--- src/sv/smrt_pkg.sv ---
// Shared types, widths and codes for the sorted multiset rank table.
// No dependencies; every other file imports this package.
`timescale 1ns / 1ps

package smrt_pkg;

  localparam int DEF_CAPACITY = 16;
  localparam int DEF_KEY_BITS = 32;

  localparam int ACT_W     = 2;
  localparam int IN_KEY_W  = 32;
  localparam int CNT_W     = 16;
  localparam int RANK_W    = 20;
  localparam int OUT_KEY_W = 32;
  localparam int ST_W      = 2;
  localparam int OP_W      = 3;

  localparam logic [CNT_W-1:0]  COUNT_MAX = '1;
  localparam logic [RANK_W-1:0] RANK_MAX  = '1;

  // action codes; the unused code behaves as a query
  localparam logic [ACT_W-1:0] ACT_INSERT = 2'd0;
  localparam logic [ACT_W-1:0] ACT_DELETE = 2'd1;
  localparam logic [ACT_W-1:0] ACT_QUERY  = 2'd2;

  // status codes
  localparam logic [ST_W-1:0] ST_OK     = 2'd0;
  localparam logic [ST_W-1:0] ST_ABSENT = 2'd1;
  localparam logic [ST_W-1:0] ST_FULL   = 2'd2;
  localparam logic [ST_W-1:0] ST_SAT    = 2'd3;

  // update commands broadcast to the cell row
  localparam logic [OP_W-1:0] OP_NONE = 3'd0;
  localparam logic [OP_W-1:0] OP_INC  = 3'd1;
  localparam logic [OP_W-1:0] OP_DEC  = 3'd2;
  localparam logic [OP_W-1:0] OP_INS  = 3'd3;
  localparam logic [OP_W-1:0] OP_REM  = 3'd4;

  // compare flags a cell shows its neighbors
  typedef struct packed {
    logic used;
    logic eq;
    logic lt;
  } flag_t;

  typedef struct packed {
    logic [ACT_W-1:0]           action;
    logic signed [IN_KEY_W-1:0] item_key;
  } in_item_t;

  typedef struct packed {
    logic [CNT_W-1:0]            multiplicity;
    logic [RANK_W-1:0]           rank_value;
    logic                        pred_valid;
    logic signed [OUT_KEY_W-1:0] pred_key;
    logic [ST_W-1:0]             status;
  } out_item_t;

endpackage

--- src/sv/smrt_cell.sv ---
// One cell of the sorted table: key, count, running count of smaller elements.
// Depends on smrt_pkg; instantiated in a row by sorted_multiset_rank_table.
`timescale 1ns / 1ps

module smrt_cell #(
  parameter int KEY_BITS = 32,
  parameter int BELOW_W  = 20
) (
  input  logic                                clk,
  input  logic                                rst_n,
  input  logic                                cmp_en,
  input  logic                                upd_en,
  input  logic [smrt_pkg::OP_W-1:0]           op,
  input  logic signed [KEY_BITS-1:0]          k,
  input  logic signed [KEY_BITS-1:0]          l_key,
  input  logic [smrt_pkg::CNT_W-1:0]          l_count,
  input  logic [BELOW_W-1:0]                  l_below,
  input  smrt_pkg::flag_t                     l_flags,
  input  logic signed [KEY_BITS-1:0]          r_key,
  input  logic [smrt_pkg::CNT_W-1:0]          r_count,
  input  logic [BELOW_W-1:0]                  r_below,
  input  logic                                r_used,
  output logic signed [KEY_BITS-1:0]          key_o,
  output logic [smrt_pkg::CNT_W-1:0]          count_o,
  output logic [BELOW_W-1:0]                  below_o,
  output smrt_pkg::flag_t                     flags_o,
  output logic                                live_eq_o
);
  import smrt_pkg::*;

  logic signed [KEY_BITS-1:0] key_r, key_nxt;
  logic [CNT_W-1:0]           count_r, count_nxt;
  logic [BELOW_W-1:0]         below_r, below_nxt;
  logic                       used_r, used_nxt;
  logic                       eq_r, lt_r;
  logic                       gt;
  logic [BELOW_W-1:0]         l_through;

  assign gt        = used_r & ~eq_r & ~lt_r;
  assign l_through = l_below + BELOW_W'(l_count);
  assign live_eq_o = used_r && (key_r == k);

  always_comb begin
    key_nxt   = key_r;
    count_nxt = count_r;
    below_nxt = below_r;
    used_nxt  = used_r;
    case (op)
      OP_INC: begin
        if (eq_r) count_nxt = count_r + CNT_W'(1);
        else if (gt) below_nxt = below_r + BELOW_W'(1);
      end
      OP_DEC: begin
        if (eq_r) count_nxt = count_r - CNT_W'(1);
        else if (gt) below_nxt = below_r - BELOW_W'(1);
      end
      OP_INS: begin
        if (!lt_r) begin
          if (l_flags.lt) begin
            // first cell not below the key takes the new entry
            key_nxt   = k;
            count_nxt = CNT_W'(1);
            below_nxt = l_through;
            used_nxt  = 1'b1;
          end else if (l_flags.used) begin
            key_nxt   = l_key;
            count_nxt = l_count;
            below_nxt = l_below + BELOW_W'(1);
            used_nxt  = 1'b1;
          end
        end
      end
      OP_REM: begin
        if (!lt_r) begin
          key_nxt   = r_key;
          count_nxt = r_count;
          below_nxt = r_below - BELOW_W'(1);
          used_nxt  = r_used;
        end
      end
      default: ;
    endcase
  end

  always_ff @(posedge clk) begin
    if (!rst_n) begin
      used_r <= 1'b0;
      eq_r   <= 1'b0;
      lt_r   <= 1'b0;
    end else begin
      if (cmp_en) begin
        eq_r <= live_eq_o;
        lt_r <= used_r && (key_r < k);
      end
      if (upd_en) used_r <= used_nxt;
    end
  end

  always_ff @(posedge clk) begin
    if (upd_en) begin
      key_r   <= key_nxt;
      count_r <= count_nxt;
      below_r <= below_nxt;
    end
  end

  assign key_o   = key_r;
  assign count_o = count_r;
  assign below_o = below_r;
  assign flags_o = '{used: used_r, eq: eq_r, lt: lt_r};

endmodule

--- config.mk ---
export PLATFORM = sky130hd
export DESIGN_NAME = smrt_cell
export DESIGN_NICKNAME = d
export VERILOG_FILES = /design/src/sv/smrt_pkg.sv /design/src/sv/smrt_cell.sv
export SDC_FILE = /design/constraint.sdc
export NUM_CORES = 1
export LEC_CHECK = 0
export ABC_AREA = 1
export BUFFER_PORTS_ARGS = -buffer_cell sky130_fd_sc_hd__buf_2
export CORE_MARGIN = 5
export CORE_UTILIZATION = 35
export DETAILED_ROUTE_END_ITERATION = 10
export GPL_ROUTABILITY_DRIVEN = 0
export PLACE_DENSITY = 0.66
export SLEW_MARGIN = 20
export SYNTH_ARGS = -nofsm -noshare
export SYNTH_HDL_FRONTEND = slang
export SYNTH_SLANG_ARGS = --single-unit
--- constraint.sdc ---
create_clock -name clk -period 5.83 [get_ports clk]
set_input_delay 0.583 -clock clk [delete_from_list [all_inputs] [get_ports clk]]
set_output_delay 0.583 -clock clk [all_outputs]
set_load 0.1 [all_outputs]
# Yosys cells after proc, flatten, opt, wreduce, memory -nomap -nowiden
# Index checks and enable logic that the tools add are counted.
# totals
register_bits,71
input_bits,179
# op_classes
n_addsub,7
n_lt_le_gt_ge,1
eq_ne,14
muxes,26
n_bitwise,4
n_reduce_logical,7
# op_table
operator,n
2-to-1 mux 20 bit,8
2-to-1 mux 32 bit,4
2-to-1 mux 16 bit,6
case mux 20 bit (4 select lines),1
case mux 16 bit (4 select lines),1
case mux 32 bit (2 select lines),1
"adder 20 x 1 -> 20 bit, second input constant",2
"subtractor 20 x 1 -> 20 bit, second input constant",2
equality test 32 bit,1
less-than comparator 32 bit,1
adder 20 x 16 -> 20 bit,1
"adder 16 x 1 -> 16 bit, second input constant",1
"inequality test 2 bit, second input constant",8
"subtractor 16 x 1 -> 16 bit, second input constant",1
AND reduction 9 bit,1
AND reduction 7 bit,1
"equality test 3 x 2 -> 1 bit, second input constant",2
AND reduction 5 bit,1
2-to-1 mux 1 bit,4
nonzero test 4 bit,1
"equality test 3 x 1 -> 1 bit, second input constant",1
"equality test 3 bit, second input constant",1
"inequality test 3 bit, second input constant",1
AND 1 bit,2
other kinds (4),6

# Depth between registers and ports, before layout
# depth
word_depth,6
depth_mapped,16

# Least setup slack after synthesis
# Ideal clock, no wire load.
# synth_path
path_type,reg-to-output
from,"register key_r[15], in the netlist key_o[15]"
to,output live_eq_o
t_arrival_ns,2.383
required_time_ns,5.247
slack_ns,2.864
stages_incl_launch_ff,8
path_buffers,0
cell_sequence,edfxtp_1 > ha_1 > nand2_1 > nor2_1 > nand2_1 > nor4_1 > nand2_1 > inv_1
# synth_via
elab_chain_cells,2
# synth_lines
element,line_no,source
from (decl),smrt_cell.sv:31,"logic signed [KEY_BITS-1:0] key_r, key_nxt;"
from (signal assigned),smrt_cell.sv:101,key_r <= key_nxt;
equality test 32 bit,smrt_cell.sv:41,assign live_eq_o = used_r && (key_r == k);
logical AND 1 bit,smrt_cell.sv:41,
to (decl),smrt_cell.sv:27,output logic live_eq_o
# No other way between the ends.

# Final worst setup path
# layout_path
from,input op[1] (netlist name)
to,"register below_r[10], in the netlist below_o[10], enable pin"
# layout_via
elab_chain_cells,3
elab_cells_between_ends,13
# layout_lines
element,line_no,source
from (decl),smrt_cell.sv:13,"input logic [smrt_pkg::OP_W-1:0] op,"
equality test 3 x 2 -> 1 bit (tied with other cells),smrt_cell.sv:48,case (op)
inequality test 3 bit (no line) (tied with other cells),-,
AND reduction 9 bit (no line) *,-,
to (signal assigned),smrt_cell.sv:103,below_r <= below_nxt;
to (decl),smrt_cell.sv:33,"logic [BELOW_W-1:0] below_r, below_nxt;"
# Every way passes the cells marked *; elsewhere a longest branch is shown, timed or not.
# A chain may end at the register's enable or synchronous reset.

==> impl_metrics.json <==
{
  "die_x_microns": 155.0,
  "die_h_microns": 155.0,
  "worst_ep_arrival_time_ns": 3.47,
  "antenna_found_initial": 3,
  "totalWireLength_mm": 25.81,
  "p_per_area_nw_per_um2": 197.9,
  "ys_ff_latch": 71,
  "hold_start": "cmp_en",
  "worst-slew-pin-transition_ns": 1.007,
  "pin_count": 251,
  "clock-sinks": 71,
  "r2r_end": "count_o[10]$_DFFE_PP_",
  "critPathMaxFanout": 59,
  "placed_cell_area_sq_um": 8842,
  "h-tree-depth": 3,
  "path_class": "primary input to flip-flop",
  "fin_cells": 1615,
  "clock.fmax_ghz": 0.2941,
  "track_usage_pct": 20.62,
  "syn_area_per_cell_sq_um": 6.675,
  "grt_setup_unrepaired": "false",
  "synth_area_sq_um": 7362,
  "fp.coreArea_sq_um": 20890,
  "grt_pass1_wl_mm": 39.84,
  "synth_top_area_share_pct": 27.74,
  "rows": 53,
  "reg2reg_depth": 12,
  "cts_made_buffers": 9,
  "grt_max_degree": 66,
  "cts_hold_buf": 0,
  "slew_viol_final": 0,
  "area_growth_syn_to_layout_pct": 23.83,
  "vias": 8133,
  "hp-class": "primary input to flip-flop",
  "cts_root_buf": "clkbuf_16",
  "peakVddDrop_v": 0.0001230,
  "synth_cell_types": 40,
  "hpwl_mm": 21.01,
  "drive_above_1_share_pct": 22.84,
  "finalCritPeriodShare_pct": 58.32,
  "async_flop_share_pct": 0,
  "via_per_inst": 5.036,
  "fin_tns_setup_ns": 0,
  "clockBufferDepth": 2,
  "clkLatencyLatePin_ns": 0.34,
  "clk_pin_slew_ns": 0.06,
  "rrSetupSlack_ns": 3.58,
  "cp-end-kind": "flip-flop",
  "drt_iter0_markers": 519,
  "status": "finished, final reports clean",
  "synth_edf_count": 68,
  "grt-ovfl-total": 0,
  "cts_resized": 0,
  "postLayoutCoreUtil_pct": 43.64,
  "ys_seq_area_share_pct": 28.55,
  "worstHoldPathCells": 2,
  "synthesis.nets": 1348,
  "drtAntennaViolNets": 0,
  "period_minus_slack_ns": 3.400,
  "wl_per_cell_microns": 15.98,
  "numPortBuffers": 249,
  "n_fill_cell": 2232,
  "insertedDiodeCount": 0,
  "holdWs_ns": 0.4603,
  "synth_top_area_cell": "edfxtp_1",
  "dieArea_sq_um": 24030,
  "fin_nets": 1580,
  "startpoint_type": "primary input",
  "initial_core_util_pct": 35.24,
  "hold_violations": 0,
  "synthCells": 1103,
  "grt_pass1_vias": 7771,
  "synth_area_leaders": "edfxtp_1 28%, nand2_1 15%, ha_1 11%",
  "synth_ff_type": "edfxtp_1",
  "drc": 0,
  "cts_tree": "yes",
  "p_leak_uw": 0.004721,
  "fin_area_sq_um": 9116,
  "dp.cells": 1599,
  "post_cts_buffers": 0,
  "crit_required_ns": 5.90,
  "slew_headroom_pct": 32.83,
  "holdPathEnd": "eq_r$_SDFFE_PN0P_",
  "r2r-start": "count_o[0]$_DFFE_PP_",
  "first_pass_iters": 6,
  "finalClockSkew_ns": 0.009119,
  "ys_warn_count": 0,
  "finalSetupViolations": 0,
  "cap_viol_max_count": 0
}
[through the flow]
stage	setup WS (ns)	power, uW
global placement	2.006	1277
CTS	2.404	1821
global route	2.104	1912
finish	2.430	1804
detailed placement	2.021	1286
floorplan	2.864	1105
[layout by cell type, fill, tap and decap left out, types with 3 or more instances in the layout]
| cell | synthesis | layout |
|---|---|---|
| nand2_1 | 285 | 285 |
| buf_2 | 6 | 249 |
| inv_1 | 152 | 152 |
| nor2_1 | 98 | 97 |
| a21oi_1 | 95 | 95 |
| nand3_1 | 93 | 93 |
| o21ai_0 | 84 | 84 |
| edfxtp_1 | 68 | 68 |
| ha_1 | 64 | 64 |
| nand4_1 | 19 | 19 |
| nor3_1 | 16 | 16 |
| o21ai_2 | 14 | 14 |
| nand3b_1 | 10 | 10 |
| clkbuf_16 | 0 | 9 |
| or2_2 | 8 | 8 |
| o221ai_1 | 6 | 6 |
| xor2_1 | 6 | 6 |
| o21bai_1 | 6 | 6 |
| buf_4 | 4 | 6 |
| o21ai_1 | 5 | 5 |
| a21o_1 | 5 | 5 |
| nor4_1 | 4 | 4 |
| o211ai_1 | 4 | 4 |
| inv_2 | 3 | 3 |
| nor2_2 | 2 | 3 |
| nor2_4 | 3 | 3 |
| clkinvlp_4 | 0 | 3 |
| dfxtp_1 | 3 | 3 |
[flip-flops by register name, indices dropped and copies added (netlist names)]
register and flops:
lt_r 1, key_o 32, used_r 1, eq_r 1, below_o 20, count_o 16
[synth_stat cells, drive strengths merged, types with 2 or more instances]
master,number
nor2,103
o211ai,4
nand3,95
fa,2
a21boi,2
o221ai,6
a21o,5
clkbuf,19
nand4,19
or2,8
dfxtp,3
inv,155
o21a,2
buf,15
o21bai,6
nand2,287
xor2,6
ha,64
nor4,4
nor3,17
nand3b,10
a21oi,95
o21ai,103
edfxtp,68
[cell type report]
cell class                 count  area [sq um]  area share [%]
clock inverter                 7         48.80          0.5353
clock buffer                   9         225.2           2.470
inverter                     155         581.8           6.382
timing repair buffer         255          1291           14.16
multi-input combinational    843          4523           49.62
sequential                    71          2102           23.06
tap                          275         344.1           3.774
[power by group]
part / switching [uW] / total [uW] / leakage [uW] / internal, uW
Combinational: 464 / 650 / 0.00394 / 186
Clock: 241 / 529 / 0.000125 / 288
Sequential: 23.8 / 625 / 0.000651 / 601
[layer usage]
layer / part of all wire, % / GRT usage (%) / vias to the layer above
met1: 43 / 26.56 / 3619
met3: 8.5 / 4.478 / 41
met4: 2.3 / 6.476 / 6
li1: - / - / 4165
met5: 0.16 / 0 / -
met2: 46 / 34.54 / 302
[worst max-delay path, cell delays in order]
cell and delay, ns:
buf_2 0.10, inv_2 0.12, nand3_4 0.57, nand2_1 0.61, nor2_2 0.95, nand2_1 0.10, nand2_1 0.12, nor2_1 0.05
buf_4 0.23
[logic make-up (layout without fill, tap and decap cells)]
logic type      count (synthesis)  in the layout  synth area share (%)
xor+xnor                        7              7                0.8328
simple gates                  544            544                 31.90
compound gates                225            225                 17.01
mux                             1              1                0.1360
fa+ha+maj                      66             66                 11.42
buf+inv                       189            426                 10.15
flops                          71             71                 28.55
[worst max path at each step]
| stage | startpoint | endpoint | slack (ns) | cells past startpoint |
|---|---|---|---|---|
| after floorplan | key_o[15]$_DFFE_PP_ | live_eq_o | 2.86 | 7 |
| after global placement | op[1] | below_o[16]$_DFFE_PP_ | 2.01 | 9 |
| after detailed placement | op[1] | below_o[16]$_DFFE_PP_ | 2.02 | 9 |
| after CTS | op[1] | below_o[13]$_DFFE_PP_ | 2.40 | 9 |
| after global routing | op[1] | below_o[16]$_DFFE_PP_ | 2.10 | 9 |
| final | op[1] | below_o[10]$_DFFE_PP_ | 2.43 | 9 |
Note: power is estimated with default switching activity, not from simulation.
